## src/rtl/vsrt_pkg.sv

```systemverilog
package vsrt_pkg;

    // Width of the exact intermediate coordinates (bounded below 2^44 in magnitude).
    localparam int V_W = 48;

    localparam int COORD_W = 32;
    localparam int SCALE_W = 24;
    localparam int TRIG_W  = 16;

    typedef logic signed [V_W-1:0] wide_t;

    typedef enum logic [2:0] {
        REG_AXIS_X = 3'd0,
        REG_AXIS_Y = 3'd1,
        REG_AXIS_Z = 3'd2,
        REG_ROT_X  = 3'd3,
        REG_ROT_Y  = 3'd4,
        REG_ROT_Z  = 3'd5
    } cfg_idx_t;

    typedef struct packed {
        logic                       mode;
        logic signed [COORD_W-1:0]  x;
        logic signed [COORD_W-1:0]  y;
        logic signed [COORD_W-1:0]  z;
    } in_t;

    typedef struct packed {
        logic  mode;
        wide_t x;
        wide_t y;
        wide_t z;
    } vec_t;

    // Plane rotation view: a and b rotate, p passes.
    typedef struct packed {
        logic  mode;
        wide_t a;
        wide_t b;
        wide_t p;
    } rvec_t;

    typedef struct packed {
        logic signed [TRIG_W-1:0] cos_v;
        logic signed [TRIG_W-1:0] sin_v;
    } trig_t;

    typedef struct packed {
        logic                ovf;
        logic [COORD_W-1:0]  x;
        logic [COORD_W-1:0]  y;
        logic [COORD_W-1:0]  z;
    } res_t;

endpackage

```

## src/rtl/vsrt_out_cell.sv

```systemverilog
module vsrt_out_cell
    import vsrt_pkg::*;
(
    input  logic                      clk,
    input  logic                      rst_n,
    input  logic                      in_valid,
    output logic                      in_ready,
    input  vec_t                      in_data,
    input  logic signed [COORD_W-1:0] ofs_x,
    input  logic signed [COORD_W-1:0] ofs_y,
    input  logic signed [COORD_W-1:0] ofs_z,
    output logic                      out_valid,
    input  logic                      out_ready,
    output res_t                      out_data
);

    logic valid_reg;
    res_t data_reg;
    res_t data_next;

    logic [2:0] sat;

    function automatic wide_t add_ofs(wide_t v, logic signed [COORD_W-1:0] o, logic pt);
        wide_t o_w;
        o_w = pt ? wide_t'({{(V_W-COORD_W){o[COORD_W-1]}}, o}) : '0;
        return v + o_w;
    endfunction

    // Clamp to signed 32 bits; flag when the upper bits are not a sign run.
    function automatic logic [COORD_W:0] clamp(wide_t v);
        logic [V_W-COORD_W:0] hi;
        hi = v[V_W-1:COORD_W-1];
        if (hi == '0 || hi == '1)
        begin
            return {1'b0, v[COORD_W-1:0]};
        end
        else if (v[V_W-1])
        begin
            return {1'b1, 1'b1, {(COORD_W-1){1'b0}}};
        end
        else
        begin
            return {1'b1, 1'b0, {(COORD_W-1){1'b1}}};
        end
    endfunction

    always_comb
    begin
        logic [COORD_W:0] cx, cy, cz;
        cx = clamp(add_ofs(in_data.x, ofs_x, !in_data.mode));
        cy = clamp(add_ofs(in_data.y, ofs_y, !in_data.mode));
        cz = clamp(add_ofs(in_data.z, ofs_z, !in_data.mode));
        sat = {cz[COORD_W], cy[COORD_W], cx[COORD_W]};
        data_next.ovf = |sat;
        data_next.x   = cx[COORD_W-1:0];
        data_next.y   = cy[COORD_W-1:0];
        data_next.z   = cz[COORD_W-1:0];
    end

    assign in_ready  = !valid_reg || out_ready;
    assign out_valid = valid_reg;
    assign out_data  = data_reg;

    always_ff @(posedge clk or negedge rst_n)
    begin
        if (!rst_n)
        begin
            valid_reg <= 1'b0;
        end
        else if (in_ready)
        begin
            valid_reg <= in_valid;
        end
    end

    always_ff @(posedge clk)
    begin
        if (in_ready && in_valid)
        begin
            data_reg <= data_next;
        end
    end

endmodule

```

## config.mk

```make
export PLATFORM = sky130hd
export DESIGN_NAME = vsrt_out_cell
export DESIGN_NICKNAME = d
export VERILOG_FILES = /design/src/rtl/vsrt_pkg.sv /design/src/rtl/vsrt_out_cell.sv
export SDC_FILE = /design/constraint.sdc
export NUM_CORES = 1
export LEC_CHECK = 0
export CAP_MARGIN = 20
export CORE_UTILIZATION = 60
export DETAILED_ROUTE_END_ITERATION = 6
export DONT_BUFFER_PORTS = 1
export GPL_ROUTABILITY_DRIVEN = 0
export HOLD_SLACK_MARGIN = 0.1
export PLACE_DENSITY = 0.76
export SKIP_CTS_REPAIR_TIMING = 1
export SYNTH_ARGS = -nofsm -noshare
export SYNTH_HDL_FRONTEND = slang
export SYNTH_SLANG_ARGS = --single-unit
```

## constraint.sdc

```tcl
create_clock -name clk -period 5.89 [get_ports clk]
set_clock_uncertainty 0.15 [all_clocks]
set_input_delay 0.2945 -clock clk [delete_from_list [all_inputs] [get_ports clk]]
set_output_delay 0.2945 -clock clk [all_outputs]
set_load 0.005 [all_outputs]
```

---- Yosys cells after proc, flatten, opt, wreduce, memory -nomap -nowiden ----
Index checks and enable logic that the tools add are counted.
word-level totals
  flip-flop bits (word level) ............. 98
  output and inout port bits .............. 99
  word-level logic and storage cells ...... 30
  input bits .............................. 245
operators by class
  eq/ne operators ......................... 3
  multiplexer cells ....................... 9
  add/sub/neg operators ................... 3
  reductions and logical operators ........ 10
operators by type and width
  cell                  count
  $add 48x48->48        3
  $mux 48               3
  $mux 33               3
  $mux 32               3
  $eq 17x17->1 const B  3
  $logic_not 17->1      3
  $logic_or 1x1->1      4
  $reduce_or 3->1       1
  $logic_and 1x1->1     1
  $logic_not 1->1       1

---- Logic depth before layout (Yosys ltp) ----
Gate-level depths: netlist of the first run.
  depth after elaboration ................. 6
  depth in mapped cells ................... 20
  mapped depth without buffers ............ 16

---- Least setup slack after synthesis of the first run ----
Ideal clock, no wire load.
  kind .................................... in2reg
  start ................................... input ofs_y[31]
  end ..................................... register data_reg (netlist bit out_data[58]) (data pin)
  buffers on the path ..................... 2
  setup slack ............................. 1.369 ns
  setup time .............................. 0.255 ns
  data arrival time ....................... 4.116 ns
  stages .................................. 15
  data required time ...................... 5.485 ns
  cell sequence ........................... nor2b_1 -> ha_1 -> buf_6 -> a21o_1 -> a21o_1 -> a221o_1 -> a221o_1 -> or4b_1 -> nand3_1 -> nand4_1 -> nor4_1 -> nand4_1 -> nor2b_4 -> buf_6 -> a31o_1
RTL lines
  element               RTL line             text
  from (decl)           vsrt_out_cell.sv:10  input logic signed [COORD_W-1:0] ofs_y,
  to (signal assigned)  vsrt_out_cell.sv:80  data_reg <= data_next;
  to (decl)             vsrt_out_cell.sv:18  res_t data_reg;

==> results.md, run 1 <==
- Status: finished clean
- Post-DR wirelength/cell: 20.4 microns
- Post-synth ARST share: 1.02%
- Hold depth: 2
- Fmax: 0.222 GHz
- CP Max Fanout: 26
- Post-layout util: 63.0%
- GRT Resource Usage Total: 32.4%
- Die area: 0.0234 sq mm
- Placed Cells: 1,886
- Core area: 0.0221 sq mm
- Vias in the first global route: 11,922
- Slew HR: 35.5%
- Synth cell count leaders: 183 x a21oi_1, 141 x ha_1, 136 x nand2_1, 110 x nor2b_1, 107 x nor2_1
- Setup TNS: 0 ns
- DR vias/cell: 6.70
- Clk_lat worst skew: 0.36 ns
- Worst min path class: in2reg
- Main area contributors after synthesis: edfxtp_1 21%, ha_1 13%, a21oi_1 6.7%
- Pins over their slew limit: 0
- Hpwl dp: 31.0 mm
- DRT antenna net count: 0
- Die Wd: 153 microns
- VDD IR max: 169 uV
- Worst Hold Path EP: out_data[32]
- I/O pins: 344
- Nets@finish: 2,010
- Syn nets: 2,076
- Root Buffer: clkbuf_16
- Synth area leader: edfxtp_1
- Most common cell in the netlist: a21oi_1
- CP Capture Type: flip-flop
- Crit-path max cell delay: 0.47 ns
- Largest net degree at the start of global routing: 97
- Clock slew at reported path FFs: 0.09 ns
- Min-delay src: in_data[48]
- Buffers on Ports: 0
- Number of DRC markers in iteration 0: 798
- Antenna violations before repair: 4
- WP data required: 5.82 ns
- Fin crit share: 76.5%
- Num Clock Sinks: 98
- Reg2reg path depth: 3
- Synthesized area per cell: 8.10 sq um
- Worst r2r src: out_valid
- Clk buf depth: 2
- Worst Setup Start Kind: input pin
- Worst slack at placement: 1.07 ns
- DRT Wirelength: 39.0 mm
- Final std cells w/o fill: 1,908
- Critical R2R Capture: out_data[43]
- # rows: 54
- Main synth FF type: edfxtp_1
- Initial core utilization: 61.9%
- DRC: 0
- Routed vias: 12,781
- Tmin final: 4.51 ns
- Pwr Density: 201 mW/mm^2
- H-tree depth: 3
- CP delay by family, top: compound AO/OA/AOI/OAI gates
- Setup violations, final: 0
- Yosys cell types: 95
- Post-synthesis sequential area ratio: 21.5%
- DRT Pass-1 Iters: 6
- Hold Vio Cnt, Final: 0
- FF-to-FF setup slack: 3.46 ns
- Overall Power: 2800 uW
- CTS tree: built
- Cell Area, Synth: 0.0137 sq mm
- Final worst slack: 1.38 ns
- Critical-path top delay cell: a31oi_1
- Worst path cell trace: nor2b_1 > ha_1 > inv_1 > fa_1 > nand2b_1 > a21oi_1 > o2111ai_1 > a31oi_1 > a22oi_1 > o41ai_1 > xnor2_1 > nand2_1 > nor4_1 > nand3_1 > nand2b_1 > buf_4 > a21oi_1
- Worst-margin pin slew: 0.968 ns
- Synth top area share: 21.3%
- Warnings, synthesis: 0
- Inserted Clock Buffers: 9
- Max cap viols: 0
- Worst path arrival time: 4.44 ns
- Kind of critical path: in2reg
- Layout cells sized above 1: 5.05%
- Instance count of the mapped netlist: 1,687
- First-pass GRT wire length: 61.5 mm
- P_leak: 0.00576 uW
- Global route overflow: 0
- RSZ-0062 raised after global routing: false
- Chip Height: 153 microns
- Synth Register Bits: 98
- Buf/Inv on CP: 2
- Area grow syn2layout: 1.77%
- EDFF count, synth: 97
-- registers in the layout, summed over array words and instances (netlist names) --
register / count
out_valid: 1
out_data: 97
-- power breakdown --
group	switching (uW)	total, uW	internal [uW]
clock network	286	570	283
logic	768	1270	505
registers	54.3	955	901
total	1110	2800	1690
-- routing by layer --
metal,up-vias,wire length (microns),GRT usage (%)
li1,6156,-,-
met5,-,0,0
met4,0,1470,13.5
met3,96,3380,7.43
met1,5892,16100,40.3
met2,637,18100,54.1
-- worst reg2reg max path, cell delays in order, from the launching register on --
cell	delay, ns
dfrtp_1	0.41
nand2b_1	0.14
and2_4	0.45
buf_4	0.80
-- placed cells by master, fill, tap and decap left out, drive strengths merged, types with 82 or more instances in the layout --
cell type | Yosys | final
a21o | 89 | 89
nor2 | 107 | 107
ha | 141 | 141
nor2b | 111 | 111
xnor2 | 82 | 82
a21oi | 207 | 207
edfxtp | 97 | 97
nand2 | 136 | 136
o21ai | 90 | 90
-- layout make-up --
| class | count | area (sq um) |
|---|---|---|
| multi-input combinational | 1460 | 10100 |
| fill | 1950 | 8180 |
| sequential | 98 | 2940 |
| tap | 280 | 350 |
| clock buffer | 9 | 225 |
| inverter | 40 | 150 |
| timing repair buffer | 12 | 100 |
| clock inverter | 5 | 31.3 |
| antenna | 4 | 10.0 |
-- logic make-up after synthesis --
logic type	after synthesis	synth area share [%]
adders and majority gates	144	13.3
xor gates and xnor gates	124	8.11
and+or+nand+nor	590	22.7
DFF	98	21.5
AOI/OAI and AO/OA	596	29.2
muxes	6	0.449
buffers and inverters	129	4.61
-- worst max-delay path by stage --
| stage | start | end | slack, ns | depth (start not counted) |
|---|---|---|---|---|
| 6_report | ofs_x[0] | out_data[64] | 1.38 | 17 |
| 5_1_grt | ofs_x[0] | out_data[96] | 0.97 | 17 |
| 4_1_cts | ofs_x[0] | out_data[96] | 1.46 | 17 |
| 3_5_place_dp | ofs_x[0] | out_data[96] | 1.07 | 17 |
| 3_3_place_gp | ofs_x[0] | out_data[96] | 1.27 | 17 |
| 2_1_floorplan | ofs_y[31] | out_data[58] | 1.37 | 15 |
-- through the flow --
step,hold WS (ns),area [sq um]
floorplan,-0.151,13700
global placement,-0.151,13600
detailed placement,-0.151,13600
CTS,-0.544,13900
global route,0.144,13900
finish,0.111,13900
No activity file was read; power rests on OpenSTA's default activity.
==> run 2, diff against run 1 <==
clock period = 4.6 ns   (was 5.89 ns; I/O delays follow)
==> run 2 against run 1 <==
  * Combinational power increased by 31%
  * First-iteration DRC count increased by 22%
  * Sequential power increased by 28%
  * Cell area increased by 1.5%
  * Power increased by 33%
  * Critical path depth decreased by 4
  * Flip-flop and latch count unchanged
  * Count of clock-buffer cells in the layout increased by 1
  * Setup slack got worse by 1.0 ns
  * Hold slack improved by 0.040 ns
  * Highest routed layer is now met5
==> results.md, run 2 (synthesis results as in run 1) <==
- Status: finished clean (unchanged)
- Global route overflow: 0 (unchanged)
- Clock power share: 22.2% (was 20.4%)
- Setup violations, final: 0 (unchanged)
- Reg2reg path depth: 3 (unchanged)
- Most frequent cells in the layout: 183 x a21oi_1, 141 x ha_1, 136 x nand2_1, 109 x nor2b_1, 107 x nor2_1 (unchanged)
- Worst r2r src: out_valid (unchanged)
- Core area: 0.0221 sq mm (unchanged)
- Initial core utilization: 61.9% (unchanged)
- DRT Wirelength: 39.7 mm (was 39.0 mm)
- FF-to-FF setup slack: 2.33 ns (was 3.46 ns)
- Critical-path top delay cell: nor2b_1 (was a31oi_1)
- Most common cell after layout, fill and taps aside: a21oi_1 (unchanged)
- Critical R2R Capture: out_data[55] (was out_data[43])
- Hpwl dp: 31.5 mm (was 31.0 mm)
- Sw Ratio: 39.2% (was 39.6%)
- WHS: 0.152 ns (was 0.111 ns)
- Worst Setup Start Kind: input pin (unchanged)
- Buf/Inv on CP: 0 (was 2)
- Combinational Power Share: 45.0% (was 45.5%)
- GRT Resource Usage Total: 32.9% (was 32.4%)
- Worst-margin pin slew: 0.860 ns (was 0.968 ns)
- Pwr Density: 263 mW/mm^2 (was 201 mW/mm^2)
- P_leak: 0.00587 uW (was 0.00576 uW)
- CTS tree: built (unchanged)
- Overall Power: 3720 uW (was 2800 uW)
- Area grow syn2layout: 3.34% (was 1.77%)
- Clk buf depth: 2 (unchanged)
- Fin crit share: 92.6%
- Clock slew at reported path FFs: 0.08 ns (was 0.09 ns)
- Post-DR wirelength/cell: 20.6 microns (was 20.4 microns)
- Nets@finish: 2,025 (was 2,010)
- Seq pwr share: 32.8% (was 34.1%)
- CP Capture Type: flip-flop (unchanged)
- Routed vias: 12,853 (was 12,781)
- DRT antenna net count: 0 (unchanged)
- Kind of critical path: in2reg (unchanged)
- Setup TNS: 0 ns (unchanged)
- Buffers on Ports: 0 (unchanged)
- RSZ-0062 raised after global routing: false (unchanged)
- Worst min path class: in2reg (unchanged)
- Fill count: 1,928 (was 1,950)
- Crit-path max cell delay: 0.54 ns (was 0.47 ns)
- Die Wd: 153 microns (unchanged)
- FF+latch area: 0.00294 sq mm (unchanged)
- Antenna violations before repair: 5 (was 4)
- WP data required: 4.56 ns (was 5.82 ns)
- Worst path arrival time: 4.22 ns (was 4.44 ns)
- CP Max Fanout: 30 (was 26)
- Area of the multi-input gates: 0.0101 sq mm (unchanged)
- Slew HR: 42.7% (was 35.5%)
- # rows: 54 (unchanged)
- Instance count on the critical path: 13 (was 17)
- Max cap viols: 0 (unchanged)
- DR vias/cell: 6.68 (was 6.70)
- H-tree depth: 3 (unchanged)
- Chip Height: 153 microns (unchanged)
- Critical Path End: out_data[34] (was out_data[64])
- CP delay by family, top: simple AND/OR/NAND/NOR gates (was compound AO/OA/AOI/OAI gates)
- Largest net degree at the start of global routing: 97 (unchanged)
- Clk_lat worst skew: 0.37 ns (was 0.36 ns)
- Tmin final: 4.26 ns
- Hold Vio Cnt, Final: 0 (unchanged)
- Fmax: 0.235 GHz
- First-pass GRT wire length: 62.2 mm (was 61.5 mm)
- Sw power: 1460 uW (was 1110 uW)
- Pins over their slew limit: 0 (unchanged)
- Die area: 0.0234 sq mm (unchanged)
- Max reg flops: 97 (unchanged)
- Root Buffer: clkbuf_16 (unchanged)
- Layout cells sized above 1: 5.91% (was 5.05%)
- Inserted Clock Buffers: 9 (unchanged)
- Worst path cell trace: nor2b_1 > ha_1 > a21o_1 > a21o_1 > a221o_1 > a221o_1 > or4b_1 > nand3_1 > nand4_1 > nor4_1 > nand4_1 > nor2b_4 > o21a_1 (was nor2b_1 > ha_1 > inv_1 > fa_1 > nand2b_1 > a21oi_1 > o2111ai_1 > a31oi_1 > a22oi_1 > o41ai_1 > xnor2_1 > nand2_1 > nor4_1 > nand3_1 > nand2b_1 > buf_4 > a21oi_1)
- Vias in the first global route: 11,920 (was 11,922)
- Number of DRC markers in iteration 0: 974 (was 798)
- I/O pins: 344 (unchanged)
- Int Power: 2260 uW (was 1690 uW)
- DRT Pass-1 Iters: 5 (was 6)
- Critical Path Start: ofs_y[31] (was ofs_x[0])
- VDD IR max: 150 uV (was 169 uV)
- DRC: 0 (unchanged)
- Min-delay src: in_data[47] (was in_data[48])
- Num Clock Sinks: 98 (unchanged)
run 2: cell types whose count changed in the layout (fill, tap and decap cells not counted), sizes merged:
cell and delta:
clkinv +1, clkbuf +1, buf +13, bufinv +1, dlygate4sd3 +2, diode -1
inv -1
run 2: metrics by stage:
| step | util, % | instance area [sq um] | setup WS, ns | instances |
|---|---|---|---|---|
| after floorplan | - | 13700 | 0.144 | 1687 |
| after global placement | 62.2 | 13800 | 0.224 | 1899 |
| after detailed placement | 62.2 | 13800 | 0.0588 | 1899 |
| after CTS | 63.6 | 14100 | 0.422 | 1915 |
| after global routing | 63.9 | 14100 | 0.139 | 1921 |
| final | 63.9 | 14100 | 0.341 | 1924 |
run 2: power by group through the flow:
stage	clock [uW]	combinational, uW	sequential (uW)
floorplan	0	1330	1210
global placement	0	1600	1240
detailed placement	0	1620	1240
CTS	834	1640	1220
global route	858	1830	1230
finish	827	1670	1220
run 2: worst min-delay path, stage by stage:
cell     delay (ns)
xnor2_1        0.12
xnor2_1        0.13
inv_1          0.07
run 2: how the worst min path moves through the flow:
stage,slack (ns),depth (start not counted),to
after floorplan,-0.22,0,out_valid
after global placement,-0.22,0,out_valid
after detailed placement,-0.22,0,out_valid
after CTS,-0.61,0,out_valid
after global routing,0.17,3,out_data[31]
final,0.15,3,out_data[31]
run 2: layer usage:
metal  track usage, %  share of wire (%)  vias to the layer above  routed length, microns
met1             41.4                 41                     5901                   16200
met3             7.43                9.3                       89                    3690
met2             55.0                 46                      665                   18400
met5                0              0.063                        -                      25
li1                 -                  -                     6194                       -
met4             12.4                3.4                        4                    1360
run 2: layout make-up:
class / count / share of cell area [%]
clock inverters: 6 / 0.549
inverters: 40 / 1.06
clock buffers: 10 / 1.62
diodes: 3 / 0.0531
flip-flops and latches: 98 / 20.8
multi-input cells: 1460 / 71.5
well taps: 280 / 2.48
repair buffers: 27 / 1.90
